### config.mk
export PLATFORM = sky130hd
export DESIGN_NAME = remote_input_mode_arbiter
export DESIGN_NICKNAME = d
export VERILOG_FILES = /design/src/sv/rima_pkg.sv /design/src/sv/remote_input_mode_arbiter.sv /design/src/sv/rima_front.sv /design/src/sv/rima_back.sv
export SDC_FILE = /design/constraint.sdc
export NUM_CORES = 1
export LEC_CHECK = 0
export ABC_CLOCK_PERIOD_IN_PS = 9800
export BUFFER_PORTS_ARGS = -buffer_cell sky130_fd_sc_hd__buf_2
export CAP_MARGIN = 25
export CELL_PAD_IN_SITES_DETAIL_PLACEMENT = 1
export CELL_PAD_IN_SITES_GLOBAL_PLACEMENT = 1
export CORE_ASPECT_RATIO = 1.1
export CORE_UTILIZATION = 35
export DETAILED_ROUTE_END_ITERATION = 8
export PLACE_DENSITY_LB_ADDON = 0.1
export SLEW_MARGIN = 10
export SYNTH_ARGS = -nofsm -noshare
export SYNTH_HDL_FRONTEND = slang
export SYNTH_SLANG_ARGS = --single-unit
export TNS_END_PERCENT = 100
### constraint.sdc
create_clock -name clk -period 9.8 [get_ports clk]
set_input_delay 0.49 -clock clk [delete_from_list [all_inputs] [get_ports clk]]
set_output_delay 0.49 -clock clk [all_outputs]
set_load 0.01 [all_outputs]
### src/sv/rima_pkg.sv
package rima_pkg;

  typedef enum logic [1:0] {
    MODE_OFF    = 2'd0,
    MODE_FOLLOW = 2'd1,
    MODE_MECH   = 2'd2,
    MODE_SPIN   = 2'd3
  } mode_t;

  localparam logic [1:0] SW_INVALID = 2'd0;
  localparam logic [1:0] SW_DOWN    = 2'd2;

  localparam int KEY_W     = 0;
  localparam int KEY_S     = 1;
  localparam int KEY_A     = 2;
  localparam int KEY_D     = 3;
  localparam int KEY_SHIFT = 4;
  localparam int KEY_CTRL  = 5;
  localparam int KEY_Q     = 6;
  localparam int KEY_F     = 9;
  localparam int KEY_G     = 10;
  localparam int KEY_Z     = 11;
  localparam int KEY_X     = 12;
  localparam int KEY_C     = 13;
  localparam int KEY_V     = 14;

  typedef enum logic [2:0] {
    REG_SPIN_REARM   = 3'd0,
    REG_SPIN_TRIGGER = 3'd1,
    REG_TURN_REARM   = 3'd2,
    REG_TURN_TRIGGER = 3'd3,
    REG_MOVE_NORMAL  = 3'd4,
    REG_MOVE_SLOW    = 3'd5,
    REG_MOVE_SPRINT  = 3'd6,
    REG_YAW_GAIN     = 3'd7
  } reg_idx_t;

  // front-to-back record: mouse products still to be clamped
  typedef struct packed {
    logic               online;
    mode_t              mode;
    logic signed [10:0] yaw;
    logic signed [10:0] pitch;
    logic signed [10:0] strafe;
    logic signed [10:0] forward;
    logic signed [10:0] wheel;
    logic               kb_map;
    logic signed [23:0] mx_prod;
    logic signed [23:0] my_prod;
    logic               spin;
    logic               kb_on;
    logic [31:0]        turns;
  } frame_t;

endpackage

### src/sv/remote_input_mode_arbiter.sv
// Result path: a taken input is registered in the front register, then queued.
// Throughput: one frame per cycle while the queue has room; front state updates on each taken input.
// Input ready drops only when the two-entry queue plus front register are full.
// Reset (rst, synchronous): clears all mode flags, turnaround count and queue,
// and loads register defaults.
module remote_input_mode_arbiter #(
  parameter int AIM_DIVISOR   = 4,
  parameter int PITCH_GAIN    = 1,
  parameter int FOLLOW_POS    = 3,
  parameter int MECH_POS      = 1,
  parameter int MECH_DOWN_POS = 2,
  parameter int SPIN_ON_POS   = 1
) (
  input  logic               clk,
  input  logic               rst,
  input  logic               cfg_we,
  input  logic [2:0]         cfg_idx,
  input  logic [9:0]         cfg_data,
  input  logic               in_valid,
  output logic               in_ready,
  input  logic               link_online,
  input  logic signed [10:0] stick_right_x,
  input  logic signed [10:0] stick_right_y,
  input  logic signed [10:0] stick_left_x,
  input  logic signed [10:0] stick_left_y,
  input  logic signed [10:0] dial_wheel,
  input  logic [1:0]         left_switch,
  input  logic [1:0]         right_switch,
  input  logic [15:0]        key_bitmap,
  input  logic signed [15:0] mouse_dx,
  input  logic signed [15:0] mouse_dy,
  input  logic               mouse_right_button,
  output logic               out_valid,
  input  logic               out_ready,
  output logic               out_online,
  output logic [1:0]         chassis_mode,
  output logic signed [10:0] out_yaw,
  output logic signed [10:0] out_pitch,
  output logic signed [10:0] out_strafe,
  output logic signed [10:0] out_forward,
  output logic signed [10:0] out_wheel,
  output logic               rotate_enable,
  output logic               keyboard_mode_on,
  output logic [31:0]        turnaround_total
);

  rima_pkg::frame_t frame;
  logic f_valid, q_full, push, in_take;

  assign push     = f_valid && !q_full;
  assign in_ready = !f_valid || !q_full;
  assign in_take  = in_valid && in_ready;

  always_ff @(posedge clk) begin
    if (rst) f_valid <= 1'b0;
    else if (in_take) f_valid <= 1'b1;
    else if (push) f_valid <= 1'b0;
  end

  rima_front #(
    .AIM_DIVISOR(AIM_DIVISOR), .PITCH_GAIN(PITCH_GAIN), .FOLLOW_POS(FOLLOW_POS),
    .MECH_POS(MECH_POS), .MECH_DOWN_POS(MECH_DOWN_POS), .SPIN_ON_POS(SPIN_ON_POS)
  ) u_front (
    .clk, .rst, .cfg_we, .cfg_idx, .cfg_data, .in_take,
    .link_online, .stick_right_x, .stick_right_y, .stick_left_x, .stick_left_y,
    .dial_wheel, .left_switch, .right_switch, .key_bitmap, .mouse_dx, .mouse_dy,
    .mouse_right_button, .frame
  );

  rima_back u_back (
    .clk, .rst, .push, .frame, .full(q_full), .valid(out_valid), .ready(out_ready),
    .out_online, .chassis_mode, .out_yaw, .out_pitch, .out_strafe, .out_forward,
    .out_wheel, .rotate_enable, .keyboard_mode_on, .turnaround_total
  );

endmodule

### src/sv/rima_front.sv
module rima_front #(
  parameter int AIM_DIVISOR   = 4,
  parameter int PITCH_GAIN    = 1,
  parameter int FOLLOW_POS    = 3,
  parameter int MECH_POS      = 1,
  parameter int MECH_DOWN_POS = 2,
  parameter int SPIN_ON_POS   = 1
) (
  input  logic               clk,
  input  logic               rst,
  input  logic               cfg_we,
  input  logic [2:0]         cfg_idx,
  input  logic [9:0]         cfg_data,
  input  logic               in_take,
  input  logic               link_online,
  input  logic signed [10:0] stick_right_x,
  input  logic signed [10:0] stick_right_y,
  input  logic signed [10:0] stick_left_x,
  input  logic signed [10:0] stick_left_y,
  input  logic signed [10:0] dial_wheel,
  input  logic [1:0]         left_switch,
  input  logic [1:0]         right_switch,
  input  logic [15:0]        key_bitmap,
  input  logic signed [15:0] mouse_dx,
  input  logic signed [15:0] mouse_dy,
  input  logic               mouse_right_button,
  output rima_pkg::frame_t   frame
);

  logic [9:0] spin_rearm, spin_trig, turn_rearm, turn_trig;
  logic [9:0] mv_normal, mv_slow, mv_sprint;
  logic [6:0] yaw_gain;

  always_ff @(posedge clk) begin
    if (rst) begin
      spin_rearm <= 10'd100;
      spin_trig  <= 10'd500;
      turn_rearm <= 10'd100;
      turn_trig  <= 10'd500;
      mv_normal  <= 10'd440;
      mv_slow    <= 10'd200;
      mv_sprint  <= 10'd660;
      yaw_gain   <= 7'd1;
    end else if (cfg_we) begin
      unique case (rima_pkg::reg_idx_t'(cfg_idx))
        rima_pkg::REG_SPIN_REARM:   spin_rearm <= cfg_data;
        rima_pkg::REG_SPIN_TRIGGER: spin_trig  <= cfg_data;
        rima_pkg::REG_TURN_REARM:   turn_rearm <= cfg_data;
        rima_pkg::REG_TURN_TRIGGER: turn_trig  <= cfg_data;
        rima_pkg::REG_MOVE_NORMAL:  mv_normal  <= cfg_data;
        rima_pkg::REG_MOVE_SLOW:    mv_slow    <= cfg_data;
        rima_pkg::REG_MOVE_SPRINT:  mv_sprint  <= cfg_data;
        rima_pkg::REG_YAW_GAIN:     yaw_gain   <= cfg_data[6:0];
        default: ;
      endcase
    end
  end

  logic turn_armed, spin_sw_seen, spin_sw_armed, wheel_ready, wheel_spin_sel;
  logic keys_seen, kb_active, kb_g_rel, kb_spin_armed, kb_q_rel, kb_f_rel, kb_friction;
  logic [31:0] turn_count;
  logic [1:0] spin_sw_last, left_sw_last;
  logic [15:0] keys_last;
  rima_pkg::mode_t kb_mode;

  logic turn_armed_next, spin_sw_seen_next, spin_sw_armed_next, wheel_ready_next;
  logic wheel_spin_sel_next, keys_seen_next, kb_active_next, kb_g_rel_next;
  logic kb_spin_armed_next, kb_q_rel_next, kb_f_rel_next, kb_friction_next;
  logic [31:0] turn_count_next;
  logic [1:0] spin_sw_last_next, left_sw_last_next;
  logic [15:0] keys_last_next;
  rima_pkg::mode_t kb_mode_next;
  rima_pkg::frame_t f;

  always_ff @(posedge clk) begin
    if (rst) begin
      turn_armed <= 1'b0; turn_count <= '0; spin_sw_seen <= 1'b0;
      spin_sw_last <= '0; spin_sw_armed <= 1'b0; wheel_ready <= 1'b0;
      wheel_spin_sel <= 1'b0; left_sw_last <= '0; keys_seen <= 1'b0;
      keys_last <= '0; kb_active <= 1'b0; kb_mode <= rima_pkg::MODE_OFF;
      kb_g_rel <= 1'b0; kb_spin_armed <= 1'b0; kb_q_rel <= 1'b0;
      kb_f_rel <= 1'b0; kb_friction <= 1'b0;
    end else if (in_take) begin
      turn_armed <= turn_armed_next; turn_count <= turn_count_next;
      spin_sw_seen <= spin_sw_seen_next; spin_sw_last <= spin_sw_last_next;
      spin_sw_armed <= spin_sw_armed_next; wheel_ready <= wheel_ready_next;
      wheel_spin_sel <= wheel_spin_sel_next; left_sw_last <= left_sw_last_next;
      keys_seen <= keys_seen_next; keys_last <= keys_last_next;
      kb_active <= kb_active_next; kb_mode <= kb_mode_next;
      kb_g_rel <= kb_g_rel_next; kb_spin_armed <= kb_spin_armed_next;
      kb_q_rel <= kb_q_rel_next; kb_f_rel <= kb_f_rel_next;
      kb_friction <= kb_friction_next;
    end
  end

  always_ff @(posedge clk) begin
    if (in_take) frame <= f;
  end

  localparam logic [24:0] AIM_RECIP = 25'(((64'd1 << 24) + 64'(AIM_DIVISOR) - 64'd1)
                                          / 64'(AIM_DIVISOR));

  // truncating divide by AIM_DIVISOR through a reciprocal multiply, exact for 16 bits
  function automatic logic signed [15:0] aim_div(input logic signed [15:0] v);
    logic [15:0] mag;
    logic [40:0] prod;
    logic [15:0] q;
    mag = v[15] ? 16'(-v) : 16'(v);
    prod = mag * AIM_RECIP;
    q = prod[39:24];
    return v[15] ? -$signed(q) : $signed(q);
  endfunction

  logic [15:0] pressed;
  logic online;
  rima_pkg::mode_t mode, kb_before;
  logic signed [11:0] wheel12, ch4;
  logic signed [11:0] mv;
  logic signed [15:0] mx, my;
  logic signed [16:0] my_neg;

  always_comb begin
    turn_armed_next = turn_armed; turn_count_next = turn_count;
    spin_sw_seen_next = spin_sw_seen; spin_sw_last_next = spin_sw_last;
    spin_sw_armed_next = spin_sw_armed; wheel_ready_next = wheel_ready;
    wheel_spin_sel_next = wheel_spin_sel; left_sw_last_next = left_sw_last;
    keys_seen_next = keys_seen; keys_last_next = keys_last;
    kb_active_next = kb_active; kb_mode_next = kb_mode;
    kb_g_rel_next = kb_g_rel; kb_spin_armed_next = kb_spin_armed;
    kb_q_rel_next = kb_q_rel; kb_f_rel_next = kb_f_rel;
    kb_friction_next = kb_friction;
    pressed = '0;
    online = 1'b0;
    mode = rima_pkg::MODE_OFF;
    kb_before = rima_pkg::MODE_OFF;
    wheel12 = 12'(dial_wheel);
    ch4 = 12'(dial_wheel);
    mv = 12'(mv_normal);
    mx = mouse_dx;
    my = mouse_dy;
    my_neg = '0;
    f = '0;
    f.yaw = stick_right_x; f.pitch = stick_right_y; f.strafe = stick_left_x;
    f.forward = stick_left_y; f.wheel = dial_wheel;

    if (link_online) begin
      online = 1'b1;
      if (keys_seen) pressed = key_bitmap & ~keys_last;
      keys_seen_next = 1'b1;
      keys_last_next = key_bitmap;
      if (pressed[rima_pkg::KEY_V]) begin
        kb_active_next = ~kb_active;
        kb_g_rel_next = 1'b0; kb_spin_armed_next = 1'b0; kb_q_rel_next = 1'b0;
        kb_f_rel_next = 1'b0; kb_friction_next = 1'b0;
        kb_mode_next = rima_pkg::MODE_OFF;
      end
      if (left_switch == 2'(FOLLOW_POS)) mode = rima_pkg::MODE_FOLLOW;
      else if (left_switch == 2'(MECH_POS) || left_switch == 2'(MECH_DOWN_POS))
        mode = rima_pkg::MODE_MECH;
      else online = 1'b0;

      if (online) begin
        if (left_switch != left_sw_last) begin
          left_sw_last_next = left_switch;
          wheel_spin_sel_next = 1'b0;
          wheel_ready_next = 1'b0;
        end
        if (kb_active_next) begin
          wheel_spin_sel_next = 1'b0;
          wheel_ready_next = 1'b0;
        end else begin
          if (wheel12 >= -$signed({2'b0, spin_rearm}) && wheel12 <= $signed({2'b0, spin_rearm}))
            wheel_ready_next = 1'b1;
          else if (wheel_ready_next && wheel12 >= $signed({2'b0, spin_trig})) begin
            wheel_ready_next = 1'b0;
            if (wheel_spin_sel_next) wheel_spin_sel_next = 1'b0;
            else if (right_switch == rima_pkg::SW_DOWN) wheel_spin_sel_next = 1'b1;
          end
          if (wheel_spin_sel_next) mode = rima_pkg::MODE_SPIN;
        end

        if (kb_active_next) begin
          if (kb_mode_next == rima_pkg::MODE_OFF) kb_mode_next = mode;
          kb_before = kb_mode_next;
          if (pressed[rima_pkg::KEY_Z]) kb_mode_next = rima_pkg::MODE_FOLLOW;
          else if (pressed[rima_pkg::KEY_X]) kb_mode_next = rima_pkg::MODE_MECH;
          else if (pressed[rima_pkg::KEY_C] && !kb_friction_next)
            kb_mode_next = rima_pkg::MODE_SPIN;
          if (key_bitmap[rima_pkg::KEY_CTRL]) mv = 12'(mv_slow);
          else if (key_bitmap[rima_pkg::KEY_SHIFT]) mv = 12'(mv_sprint);
          f.forward = 11'((key_bitmap[rima_pkg::KEY_W] ? mv : 12'sd0)
                        - (key_bitmap[rima_pkg::KEY_S] ? mv : 12'sd0));
          f.strafe = 11'((key_bitmap[rima_pkg::KEY_D] ? mv : 12'sd0)
                       - (key_bitmap[rima_pkg::KEY_A] ? mv : 12'sd0));
          if (mouse_right_button) begin
            mx = aim_div(mouse_dx);
            my = aim_div(mouse_dy);
          end
          my_neg = -17'(my);
          f.kb_map = 1'b1;
          f.mx_prod = 24'(mx * $signed({1'b0, yaw_gain}));
          f.my_prod = 24'(my_neg * PITCH_GAIN);
          f.wheel = '0;
          if (!key_bitmap[rima_pkg::KEY_Q]) kb_q_rel_next = 1'b1;
          if (kb_q_rel_next && key_bitmap[rima_pkg::KEY_Q]) f.wheel = -11'sd660;
          mode = kb_mode_next;
          if (kb_mode_next != kb_before) begin
            kb_g_rel_next = 1'b0;
            kb_spin_armed_next = 1'b0;
            if (kb_mode_next == rima_pkg::MODE_SPIN || kb_before == rima_pkg::MODE_SPIN) begin
              kb_f_rel_next = 1'b0;
              kb_friction_next = 1'b0;
            end
          end
          if (kb_mode_next == rima_pkg::MODE_SPIN) begin
            if (!key_bitmap[rima_pkg::KEY_G]) kb_g_rel_next = 1'b1;
            if (kb_g_rel_next && pressed[rima_pkg::KEY_G])
              kb_spin_armed_next = ~kb_spin_armed_next;
            f.spin = kb_spin_armed_next;
            kb_f_rel_next = 1'b0;
            kb_friction_next = 1'b0;
          end else begin
            if (!key_bitmap[rima_pkg::KEY_F]) kb_f_rel_next = 1'b1;
            if (kb_f_rel_next && pressed[rima_pkg::KEY_F])
              kb_friction_next = ~kb_friction_next;
          end
        end

        if (!kb_active_next && mode == rima_pkg::MODE_SPIN
            && right_switch != rima_pkg::SW_INVALID) begin
          if (spin_sw_seen && right_switch != spin_sw_last) spin_sw_armed_next = 1'b1;
          spin_sw_seen_next = 1'b1;
          spin_sw_last_next = right_switch;
          f.spin = spin_sw_armed_next && right_switch == 2'(SPIN_ON_POS);
        end else begin
          spin_sw_seen_next = 1'b0;
          spin_sw_last_next = '0;
          spin_sw_armed_next = 1'b0;
        end

        ch4 = 12'(f.wheel);
        if (ch4 > -$signed({2'b0, turn_rearm})) turn_armed_next = 1'b1;
        else if (turn_armed && ch4 <= -$signed({2'b0, turn_trig})) begin
          turn_armed_next = 1'b0;
          turn_count_next = turn_count + 32'd1;
        end
      end
    end

    if (!online) begin
      turn_armed_next = 1'b0; spin_sw_seen_next = 1'b0; spin_sw_last_next = '0;
      spin_sw_armed_next = 1'b0; wheel_ready_next = 1'b0; wheel_spin_sel_next = 1'b0;
      left_sw_last_next = '0; keys_seen_next = 1'b0; keys_last_next = '0;
      kb_active_next = 1'b0; kb_mode_next = rima_pkg::MODE_OFF;
      kb_g_rel_next = 1'b0; kb_spin_armed_next = 1'b0; kb_q_rel_next = 1'b0;
      kb_f_rel_next = 1'b0; kb_friction_next = 1'b0;
      f = '0;
      mode = rima_pkg::MODE_OFF;
    end
    f.online = online;
    f.mode = mode;
    f.kb_on = online && kb_active_next;
    f.turns = turn_count_next;
  end

endmodule

### src/sv/rima_back.sv
module rima_back (
  input  logic               clk,
  input  logic               rst,
  input  logic               push,
  input  rima_pkg::frame_t   frame,
  output logic               full,
  output logic               valid,
  input  logic               ready,
  output logic               out_online,
  output logic [1:0]         chassis_mode,
  output logic signed [10:0] out_yaw,
  output logic signed [10:0] out_pitch,
  output logic signed [10:0] out_strafe,
  output logic signed [10:0] out_forward,
  output logic signed [10:0] out_wheel,
  output logic               rotate_enable,
  output logic               keyboard_mode_on,
  output logic [31:0]        turnaround_total
);

  // two-entry queue of front records
  rima_pkg::frame_t q [2];
  logic       wp, rp;
  logic [1:0] cnt;
  logic       pop;
  rima_pkg::frame_t h;

  assign valid = cnt != 2'd0;
  assign full  = cnt == 2'd2;
  assign pop   = valid && ready;
  assign h     = q[rp];

  always_ff @(posedge clk) begin
    if (rst) begin
      wp <= 1'b0; rp <= 1'b0; cnt <= '0;
    end else begin
      if (push) wp <= ~wp;
      if (pop) rp <= ~rp;
      cnt <= cnt + 2'(push) - 2'(pop);
    end
  end

  always_ff @(posedge clk) begin
    if (push) q[wp] <= frame;
  end

  function automatic logic signed [10:0] clamp660(input logic signed [23:0] v);
    if (v > 24'sd660) return 11'sd660;
    if (v < -24'sd660) return -11'sd660;
    return 11'(v);
  endfunction

  always_comb begin
    out_online = h.online;
    chassis_mode = h.mode;
    out_yaw = h.kb_map ? clamp660(h.mx_prod) : h.yaw;
    out_pitch = h.kb_map ? clamp660(h.my_prod) : h.pitch;
    out_strafe = h.strafe;
    out_forward = h.forward;
    out_wheel = h.wheel;
    rotate_enable = h.spin;
    keyboard_mode_on = h.kb_on;
    turnaround_total = h.turns;
  end

endmodule

==> flow_summary.ini, run 1 <==
[synthesis]
synth_edf_count = 402
syn_avg_cell_area_um2 = 10.6
synthArstFlopShare_pct = 0
syn_nets = 3225
synthCells = 2875
syn-cell-area_um2 = 30500
yosysSeqAreaShare_pct = 48.7
ys_ff_latch = 541
synth_warnings = 0
synth-main-ff-cell = edfxtp_1
synth.distinct_cells = 83

[worst_setup_path]
ff2ff_path_depth = 11
cp_num_cells = 27
critPathCaptureType = flop
regToRegStartpoint = u_front.keys_seen
worstPathMaxFanout = 7
critPathKind = primary input to flop
start_kind = primary input
slowest_delay_ns = 0.70
crit_required_ns = 10.15
cp_top_family = adder cells
arrival_ns = 7.93
crit_start = mouse_dx[3]
crit_slowest_cell = a311oi_1
critPathMostFrequentCell = fa_1
path_buf_inv = 4

[sta]
hold_viol = 0
relSlewSlack_pct = 28.6
period_share_pct = 77.3
skew_ns = 0.0485
rsz0062_at_grt = no
fin_crit_ns = 7.58
finalSetupViolations = 0
fin_ws_ns = 2.22
worst_pin_slew_ns = 1.06
setup-tns-final_ns = 0
finalMaxSlewViolations = 0
fmax_mhz = 132

[power_and_ir_drop]
p_per_area_nw_per_um2 = 174
power_leakage_uw = 0.0134
ir_drop_mv = 0.120

[floorplan]
die_w_um = 284
ios = 221
initial_core_util_pct = 35.3
fp-row-count = 113
coreArea_um2 = 86400
die-area_um2 = 88400
die_h_um = 312

[cts]
ctsResizeCount = 0
htreeDepth = 2
clkTransAtPathRegs_ns = 0.06
cts_root_buf = clkbuf_16
hold_buffers = 0
clock-sinks = 541
clk_latency_ns = 0.64
numCtsBuffers = 59
clk_path_buf_depth = 3
post_cts_buffers = 0
tritoncts = done

[global_routing]
met1_usage_pct = 25.8
grt_pass1_wl_mm = 132
grt_overflow = 0
globalRouteMet2Util_pct = 30.7
grt_pass1_vias = 23400
met3_usage_pct = 2.94
grt_antenna_before_repair = 10
busiest_layer = met2
gr-usage-all-layers_pct = 18.8
grt_max_degree = 101

[placement]
place_ws_ns = 1.55
gp_congestion = 0.823
place_hpwl_mm = 61.8
port_buffers = 217

[min_path]
whs_path_depth = 3
hp-class = primary input to flop
min_from = in_valid

[final_layout]
fill_cells = 9552
fin_nets = 3407
syn2layout_area_growth_pct = 13.8
layout_common_cells = 402 x edfxtp_1, 296 x nand2_1, 216 x buf_2
final_common_cell = edfxtp_1
layout-drive-gt1-share_pct = 14.8

[route]
vias_per_cell = 5.19
totalWireLength_mm = 83.9
drtIter0Drc = 1151
drc = 0
vias = 22100
dr.pass1.iters = 5
postRouteAntennaNets = 0
wl_per_cell_um = 19.7

[run]
cap_violations = 0

[run_status]
status = complete, no violations
state kept, by name, indices dropped and copies added, names as in the netlist, 2 cells and up, named ones only:
signal / count
u_front.turn_trig: 10
u_front.spin_rearm: 10
u_front.yaw_gain: 7
u_front.turn_rearm: 10
u_front.frame: 134
u_front.spin_trig: 10
u_back.q: 268
u_front.left_sw_last: 2
u_front.spin_sw_last: 2
u_front.mv_sprint: 10
u_front.turn_count: 32
u_front.keys_last: 6
u_front.mv_slow: 10
u_front.mv_normal: 10
u_front.kb_mode: 2
u_back.cnt: 2
power breakdown:
group          total (µW)  leakage [µW]  switching, µW  internal, µW
logic                1160       0.00752            728           434
clock network        2140      0.000899            929          1220
registers            2720       0.00499           85.6          2640
synthesized netlist by cell type, types with 6 or more instances:
library cell  count  area share (%)
nor2_1          213             2.6
a31oi_1          14            0.29
and3_1           32            0.66
nand2_1         296             3.6
buf_1             8           0.098
nor3_1           53            0.87
or2_2            14            0.29
o22ai_1          15            0.31
nand4_1          31            0.64
a32o_1            6            0.20
or4_1            20            0.49
nand3_1          75             1.2
dfxtp_1         139             9.1
o211ai_1          7            0.17
nor2b_1          71             1.5
a211o_1          24            0.69
nand2b_1         23            0.47
or3_1            16            0.33
and2_1          106             2.2
clkbuf_1        102             1.3
edfxtp_1        402              40
inv_1           210             2.6
nor3b_1           8            0.20
o21ai_0          76             1.2
fa_1             88             5.8
nand3b_1         23            0.57
mux2_2           94             3.5
nor4_1           26            0.53
mux2i_1          60             2.0
a22oi_1           9            0.22
nor4b_1           6            0.17
o21a_1           20            0.49
o31ai_1          29            0.71
a21oi_1         159             2.6
a21o_1           17            0.42
xnor2_1          69             2.0
ha_1            135             5.5
a21boi_0         11            0.27
xor2_1           54             1.5
a211oi_1         24            0.59
final timing paths:
kind | to | slack (ns)
setup / recovery | u_front.frame[81] | 2.22
hold / removal | f_valid | 0.1
setup reg to reg | u_front.turn_count[15] | 3.84
hold reg to reg | u_back.q[0][82] | 0.42
logic make-up after synthesis:
logic type | synth area share [%]
compound gates | 9.82
xor+xnor | 3.53
fa+ha+maj | 11.3
buf+inv | 4.26
flops | 48.7
mux | 5.43
simple gates | 17.0
metal layers:
| layer | vias to the layer above | share of wire, % |
|---|---|---|
| met5 | - | 0.12 |
| met2 | 368 | 46 |
| met1 | 11000 | 48 |
| met3 | 105 | 4.2 |
| li1 | 10600 | - |
| met4 | 16 | 2.3 |
metrics by stage:
stage | total power (µW) | instance area [µm²] | cells | utilization [%] | hold slack (ns)
after floorplan | 3500 | 30500 | 2875 | - | 0.421
after global placement | 3910 | 32800 | 4142 | 37.9 | 0.424
after CTS | 6120 | 34700 | 4252 | 40.1 | 0.0522
after global routing | 6310 | 34700 | 4256 | 40.2 | 0.0595
after detailed placement | 3940 | 32800 | 4142 | 37.9 | 0.431
final | 6030 | 34700 | 4258 | 40.2 | 0.0979
cell type report:
| class | instances | area, µm² | share of cell area (%) |
|---|---|---|---|
| diodes | 2 | 5.00 | 0.0144 |
| well taps | 1150 | 1440 | 4.14 |
| repair buffers | 244 | 1320 | 3.80 |
| multi-input cells | 1999 | 14400 | 41.5 |
| flip-flops and latches | 541 | 14900 | 42.8 |
| clock inverters | 34 | 322 | 0.926 |
| inverters | 212 | 801 | 2.31 |
| clock buffers | 76 | 1560 | 4.50 |
worst register-to-register path, cell delays in order (launching register included):
cell and delay [ns]:
dfxtp_1 0.62, nand3b_1 0.62, a21oi_1 0.74, a21boi_0 0.69
ha_1 0.31, or4b_2 0.62, a21oi_1 0.22, a31oi_1 0.39
or4_1 0.62, buf_4 0.27, nor4_1 0.39, mux2_2 0.37
(Power assumes the default switching activity.)
==> run 2: changes to the inputs <==
--- a/config.mk
+++ b/config.mk
@@ -5,7 +5,8 @@
 export SDC_FILE = /design/constraint.sdc
 export NUM_CORES = 1
 export LEC_CHECK = 0
-export ABC_CLOCK_PERIOD_IN_PS = 9800
+export ABC_AREA = 1
+export ABC_CLOCK_PERIOD_IN_PS = 7300
 export BUFFER_PORTS_ARGS = -buffer_cell sky130_fd_sc_hd__buf_2
 export CAP_MARGIN = 25
 export CELL_PAD_IN_SITES_DETAIL_PLACEMENT = 1
==> constraint.sdc (replaced) <==
create_clock -name clk -period 7.3 [get_ports clk]
set_input_delay 0.365 -clock clk [delete_from_list [all_inputs] [get_ports clk]]
set_output_delay 0.365 -clock clk [all_outputs]
set_load 0.01 [all_outputs]
==> run 2 against run 1 <==
Against the previous run:
- final cell count increased by 11%
- combinational power increased by 89%
- clock skew decreased by 0.018 ns
- largest cell class unchanged
- critical path type unchanged
- worst setup slack got worse by 1.6 ns
==> flow_summary.ini, run 2 <==
[run_status]
status = complete, no violations

[synthesis]
yosysMostFrequentCell = nand2_1
synth_top_area_share_pct = 40.1
synth_common_cells = 742 x nand2_1, 454 x inv_1, 402 x edfxtp_1, 359 x nor2_1, 196 x o21ai_0
syn_nets = 3664
yosysSeqAreaShare_pct = 49.4
syn-cell-area_um2 = 30100
synth.distinct_cells = 60
syn_avg_cell_area_um2 = 9.07
synth_area_leader_cell = edfxtp_1
netlist_top_cells_area = edfxtp_1 40%, nand2_1 9.3%, dfxtp_1 9.3%
synthArstFlopShare_pct = 0
synth_edf_count = 402
synth-main-ff-cell = edfxtp_1
ys_ff_latch = 541
synth_warnings = 0
synthCells = 3314

[min_path]
whs_path_depth = 3
hp-class = primary input to flop
worstHoldEndpoint = u_front.spin_sw_last[0]
min_from = right_switch[0]

[worst_setup_path]
regToRegStartpoint = u_front.yaw_gain[4]
slowest_delay_ns = 0.54
crit_required_ns = 7.63
start_kind = primary input
worstPathMaxFanout = 5
reg2reg_slack_ns = 1.48
arrival_ns = 7.00
ff2ff_path_depth = 22
critPathKind = primary input to flop
reg2reg_to = u_front.frame[81]
crit_slowest_cell = fa_1
critPathCaptureType = flop
critPathMostFrequentCell = nand2_1

[power_and_ir_drop]
p_per_area_nw_per_um2 = 261
power_leakage_uw = 0.0152
power.total_uw = 8990
ir_drop_mv = 0.181

[sta]
fmax_mhz = 150
hold_viol = 0
rsz0062_at_grt = no
skew_ns = 0.0302
finalMaxSlewViolations = 0
period_share_pct = 91.4
relSlewSlack_pct = 32.4
fin_crit_ns = 6.67
finalSetupViolations = 0
worst_pin_slew_ns = 1.01
fin_ws_ns = 0.629

[final_layout]
final_common_cell = nand2_1
multi_input_area_um2 = 13000
final_util_pct = 40.5
fin_nets = 3871
syn2layout_area_growth_pct = 14.4
layout_common_cells = 740 x nand2_1, 451 x inv_1, 402 x edfxtp_1
layout-drive-gt1-share_pct = 11.8
stdcell_count = 4714
fill_cells = 9885
reg_top3 = u_back.q (268), u_front.frame (134), u_front.turn_count (32)
largest_reg_flops = 268
regArea_um2 = 14900
largest-register = u_back.q
final_area_um2 = 34400

[cts]
numCtsBuffers = 61
clk_latency_ns = 0.64
clkTransAtPathRegs_ns = 0.06
clock-sinks = 541
ctsResizeCount = 0
clk_path_buf_depth = 3
htreeDepth = 2
tritoncts = done
hold_buffers = 6
post_cts_buffers = 0
cts_root_buf = clkbuf_16

[global_routing]
grt_overflow = 0
grt_antenna_before_repair = 3
grt_pass1_wl_mm = 134
grt_pass1_vias = 24200
gr-usage-all-layers_pct = 19.6
grt_max_degree = 135

[floorplan]
die_w_um = 281
die_h_um = 309
ios = 221
initial_core_util_pct = 35.4
fp-row-count = 112
coreArea_um2 = 84900
die-area_um2 = 87100

[route]
postRouteAntennaNets = 0
dr.pass1.iters = 5
vias_per_cell = 4.86
vias = 22900
drc = 0
totalWireLength_mm = 84.9
drtIter0Drc = 1161
wl_per_cell_um = 18.0

[placement]
port_buffers = 217
post_dp_cell_area_um2 = 32400
gp_congestion = 0.808
place_hpwl_mm = 62.2
dpl.cell_count = 4591
place_ws_ns = -0.00316

[run]
cap_violations = 0
==> run 2: critical path, delay by kind of cell <==
family	cells	cell delay (ns)
compound gates	6	1.38
xor+xnor	3	0.42
fa+ha+maj	5	2.41
buf+inv	5	0.31
simple gates	17	2.10
==> run 2: per-stage QoR <==
stage	hold slack, ns	TNS (ns)
2_1_floorplan	0.421	0
3_3_place_gp	0.423	0
3_5_place_dp	0.431	-0.00316
4_1_cts	0.00102	0
5_1_grt	0.0299	0
6_report	0.0483	0
==> run 2: how the worst max path moves through the flow <==
stage	to	cells past startpoint	startpoint	slack (ns)
6_report	u_front.frame[81]	36	mouse_dx[0]	0.63
3_5_place_dp	u_front.frame[81]	36	mouse_dx[0]	-0.003
3_3_place_gp	u_front.frame[81]	36	mouse_dx[0]	0.20
4_1_cts	u_front.frame[81]	36	mouse_dx[0]	0.66
2_1_floorplan	u_back.q[1][0]	3	u_back.cnt[1]	0.58
5_1_grt	u_front.frame[80]	39	mouse_dx[0]	0.06
==> run 2: report_power, final <==
group          internal, µW  switching (µW)
logic                   684            1510
clock network          1720            1270
registers              3670             139
==> run 2: layout make-up <==
class	count	share of cell area [%]
timing repair buffer	252	4.06
antenna	1	0.00727
clock inverter	33	0.807
inverter	476	5.21
tap	1140	4.15
multi-input combinational	2189	37.7
clock buffer	82	4.87
sequential	541	43.2
==> run 2: metal layers <==
metal / GRT usage [%] / up-vias / routed length (µm)
met5: 0 / - / 28
li1: - / 11200 / -
met2: 31.9 / 392 / 38800
met1: 27.1 / 11100 / 40300
met4: 5.30 / 4 / 2150
met3: 2.97 / 120 / 3600
==> run 2: cell families after synthesis <==
kind of cell | after synthesis | synth area share (%)
flops | 541 | 49.4
simple gates | 1342 | 18.4
mux | 22 | 0.732
fa+ha+maj | 223 | 11.5
compound gates | 484 | 8.93
buf+inv | 584 | 7.51
xor+xnor | 118 | 3.52
==> run 3: changes to the inputs <==
--- a/config.mk
+++ b/config.mk
@@ -18,5 +18,6 @@
 export SLEW_MARGIN = 10
 export SYNTH_ARGS = -nofsm -noshare
 export SYNTH_HDL_FRONTEND = slang
+export SYNTH_HIERARCHICAL = 1
 export SYNTH_SLANG_ARGS = --single-unit
 export TNS_END_PERCENT = 100
==> run 3 against run 2 <==
Against the previous run:
- clock skew decreased by 0.0089 ns
- utilization fell by 0.14 points
- largest power group unchanged
- sequential cell count rose by 14
- worst setup slack gained 0.18 ns
- die area is 3.7% higher
- clock power grew 3%
- highest routed layer unchanged
- synthesized cell count grew 7.6%
- synthesized area up 3.7%
==> flow_summary.ini, run 3 <==
[synthesis]
synth-main-ff-cell = edfxtp_1
synthCells = 3567
synth_warnings = 6
synth_common_cells = 927 x nand2_1, 525 x inv_1, 416 x edfxtp_1, 398 x nor2_1, 180 x o21ai_0
yosysMostFrequentCell = nand2_1
ys_ff_latch = 555
yosysSeqAreaShare_pct = 49.0
synth_area_leader_cell = edfxtp_1
syn_nets = 3917
synth_top_family_by_area = simple AND/OR/NAND/NOR gates
netlist_top_cells_area = edfxtp_1 40%, nand2_1 11%, dfxtp_1 8.9%
synth_top_area_share_pct = 40.1
synth.distinct_cells = 59
syn_avg_cell_area_um2 = 8.74
synth_compound_area_share_pct = 8.03
synth-simple-area-share_pct = 20.3
synthAdderAreaFrac_pct = 11.1
synthMuxAreaShare_pct = 0
syn-cell-area_um2 = 31200
synth_xor_area_share_pct = 3.17
synth_edf_count = 416
synthArstFlopShare_pct = 0

[sta]
fmax_mhz = 154
rsz0062_at_grt = no
setup-tns-final_ns = 0
fin_crit_ns = 6.49
relSlewSlack_pct = 35.4
finalSetupViolations = 0
skew_ns = 0.0213
worst_pin_slew_ns = 0.969
finalMaxSlewViolations = 0
period_share_pct = 88.9
hold_viol = 0

[worst_setup_path]
path_buf_inv = 9
reg2reg_to = u_front/frame[81]
worstPathMaxFanout = 5
cp_top_family = adder cells
arrival_ns = 6.85
start_kind = primary input
crit_required_ns = 7.66
ff2ff_path_depth = 29
cp_num_cells = 39
critPathMostFrequentCell = inv_1
slowest_delay_ns = 0.56
critPathCaptureType = flop
reg2reg_slack_ns = 1.38
crit_slowest_cell = fa_1
critPathKind = primary input to flop
regToRegStartpoint = u_front/yaw_gain[4]

[global_routing]
grt_pass1_vias = 23900
gr-usage-all-layers_pct = 19.0
grt_pass1_wl_mm = 134
grt_antenna_before_repair = 1
grt_max_degree = 118
grt_overflow = 0

[route]
drc = 0
vias_per_cell = 4.72
drtIter0Drc = 1029
wl_per_cell_um = 17.2
totalWireLength_mm = 85.6
postRouteAntennaNets = 0
vias = 23500
dr.pass1.iters = 5

[final_layout]
layout-drive-gt1-share_pct = 11.1
antennaDiodeCount = 0
reg_top3 = u_back/q (282), u_front/frame (134), u_front/turn_count (32)
syn2layout_area_growth_pct = 13.9
fill_cells = 10300
largest-register = u_back/q
regArea_um2 = 15300
layout_common_cells = 926 x nand2_1, 522 x inv_1, 416 x edfxtp_1
fin_nets = 4120
multi_input_area_um2 = 13300
stdcell_count = 4978
largest_reg_flops = 282
final_common_cell = nand2_1

[power_and_ir_drop]
ir_drop_mv = 0.210
power_leakage_uw = 0.0160
p_per_area_nw_per_um2 = 262

[cts]
clock-sinks = 555
cts_root_buf = clkbuf_16
htreeDepth = 2
clk_path_buf_depth = 3
numCtsBuffers = 60
clkTransAtPathRegs_ns = 0.06
clk_latency_ns = 0.63
ctsResizeCount = 0
tritoncts = done

[min_path]
worstHoldEndpoint = u_front/left_sw_last[0]
hp-class = primary input to flop
min_from = link_online
whs_path_depth = 3

[run_status]
status = complete, no violations

[floorplan]
ios = 221
die_h_um = 315
die-area_um2 = 90300
coreArea_um2 = 88000
die_w_um = 287
fp-row-count = 114
initial_core_util_pct = 35.4

[placement]
gp_congestion = 0.799
port_buffers = 217
dpl.cell_count = 4862
place_hpwl_mm = 61.5

[run]
cap_violations = 0
## run 3: cell count changes after synthesis, moves of 16 or more
cell     before  now
nand2_1     742  927
inv_1       454  525
nor2_1      359  398
mux2i_1      22    0
o21ai_1      12   34
o21ai_0     196  180
## run 3: worst max-delay path by stage
stage                                    to           from  slack [ns]
after CTS                 u_front/frame[81]    mouse_dx[0]        0.74
final                     u_front/frame[81]    mouse_dx[0]        0.81
after detailed placement  u_front/frame[81]    mouse_dx[0]        0.07
after global routing      u_front/frame[81]    mouse_dx[0]        0.09
after global placement    u_front/frame[81]    mouse_dx[0]        0.21
after floorplan              u_back/q[0][0]  u_back/cnt[1]        0.08
## run 3: cell type report
| type | instances | area share (%) |
|---|---|---|
| multi-input combinational | 2344 | 37.4 |
| clock inverter | 32 | 0.982 |
| inverter | 550 | 5.84 |
| clock buffer | 78 | 4.62 |
| sequential | 555 | 43.0 |
| timing repair buffer | 259 | 4.08 |
| tap | 1160 | 4.08 |
## run 3: cells by family after synthesis
family                   Yosys count
adder cells (fa/ha/maj)          223
AND/OR/NAND/NOR                 1553
AO/OA/AOI/OAI                    457
XOR/XNOR                         111
buffers and inverters            668
flip-flops                       555
## run 3: layer usage
metal | global-route usage, % | up-vias | part of all wire [%]
met5 | 0 | - | 0.0093
met4 | 3.60 | 2 | 1.6
met3 | 2.73 | 82 | 3.9
met2 | 30.8 | 339 | 45
met1 | 27.1 | 11200 | 50
li1 | - | 11800 | -
## run 3: timing repair
| item | CTS | global route |
|---|---|---|
| buffers inserted | 0 | 0 |
| endpoints found under the hold margin | 6 | 0 |
| setup endpoints to repair | 0 | 0 |
| hold buffers | 6 | 0 |
## run 3: metrics by stage
step / power (µW) / setup slack, ns / util (%) / hold WS [ns] / area [µm²]
floorplan: 5450 / 0.0785 / - / 0.421 / 31200
global placement: 6290 / 0.208 / 38.0 / 0.422 / 33500
detailed placement: 6330 / 0.0747 / 38.1 / 0.431 / 33500
CTS: 9470 / 0.739 / 40.4 / 0.00611 / 35500
global route: 9880 / 0.0864 / 40.4 / 0.0359 / 35500
finish: 9300 / 0.813 / 40.4 / 0.0494 / 35500
## run 3: worst register-to-register path, delay by kind of cell (launching register included)
family	cells	cell delay [ns]
flops	1	0.55
simple gates	13	1.18
fa+ha+maj	5	2.11
buf+inv	4	0.61
compound gates	7	1.21
## run 3: power breakdown
part           total [µW]  internal [µW]  switching [µW]  leakage (µW)
Clock                3090           1820            1270      0.000972
Sequential           3880           3750             136       0.00512
Combinational        2330            717            1610       0.00995
Total                9300           6290            3010        0.0160
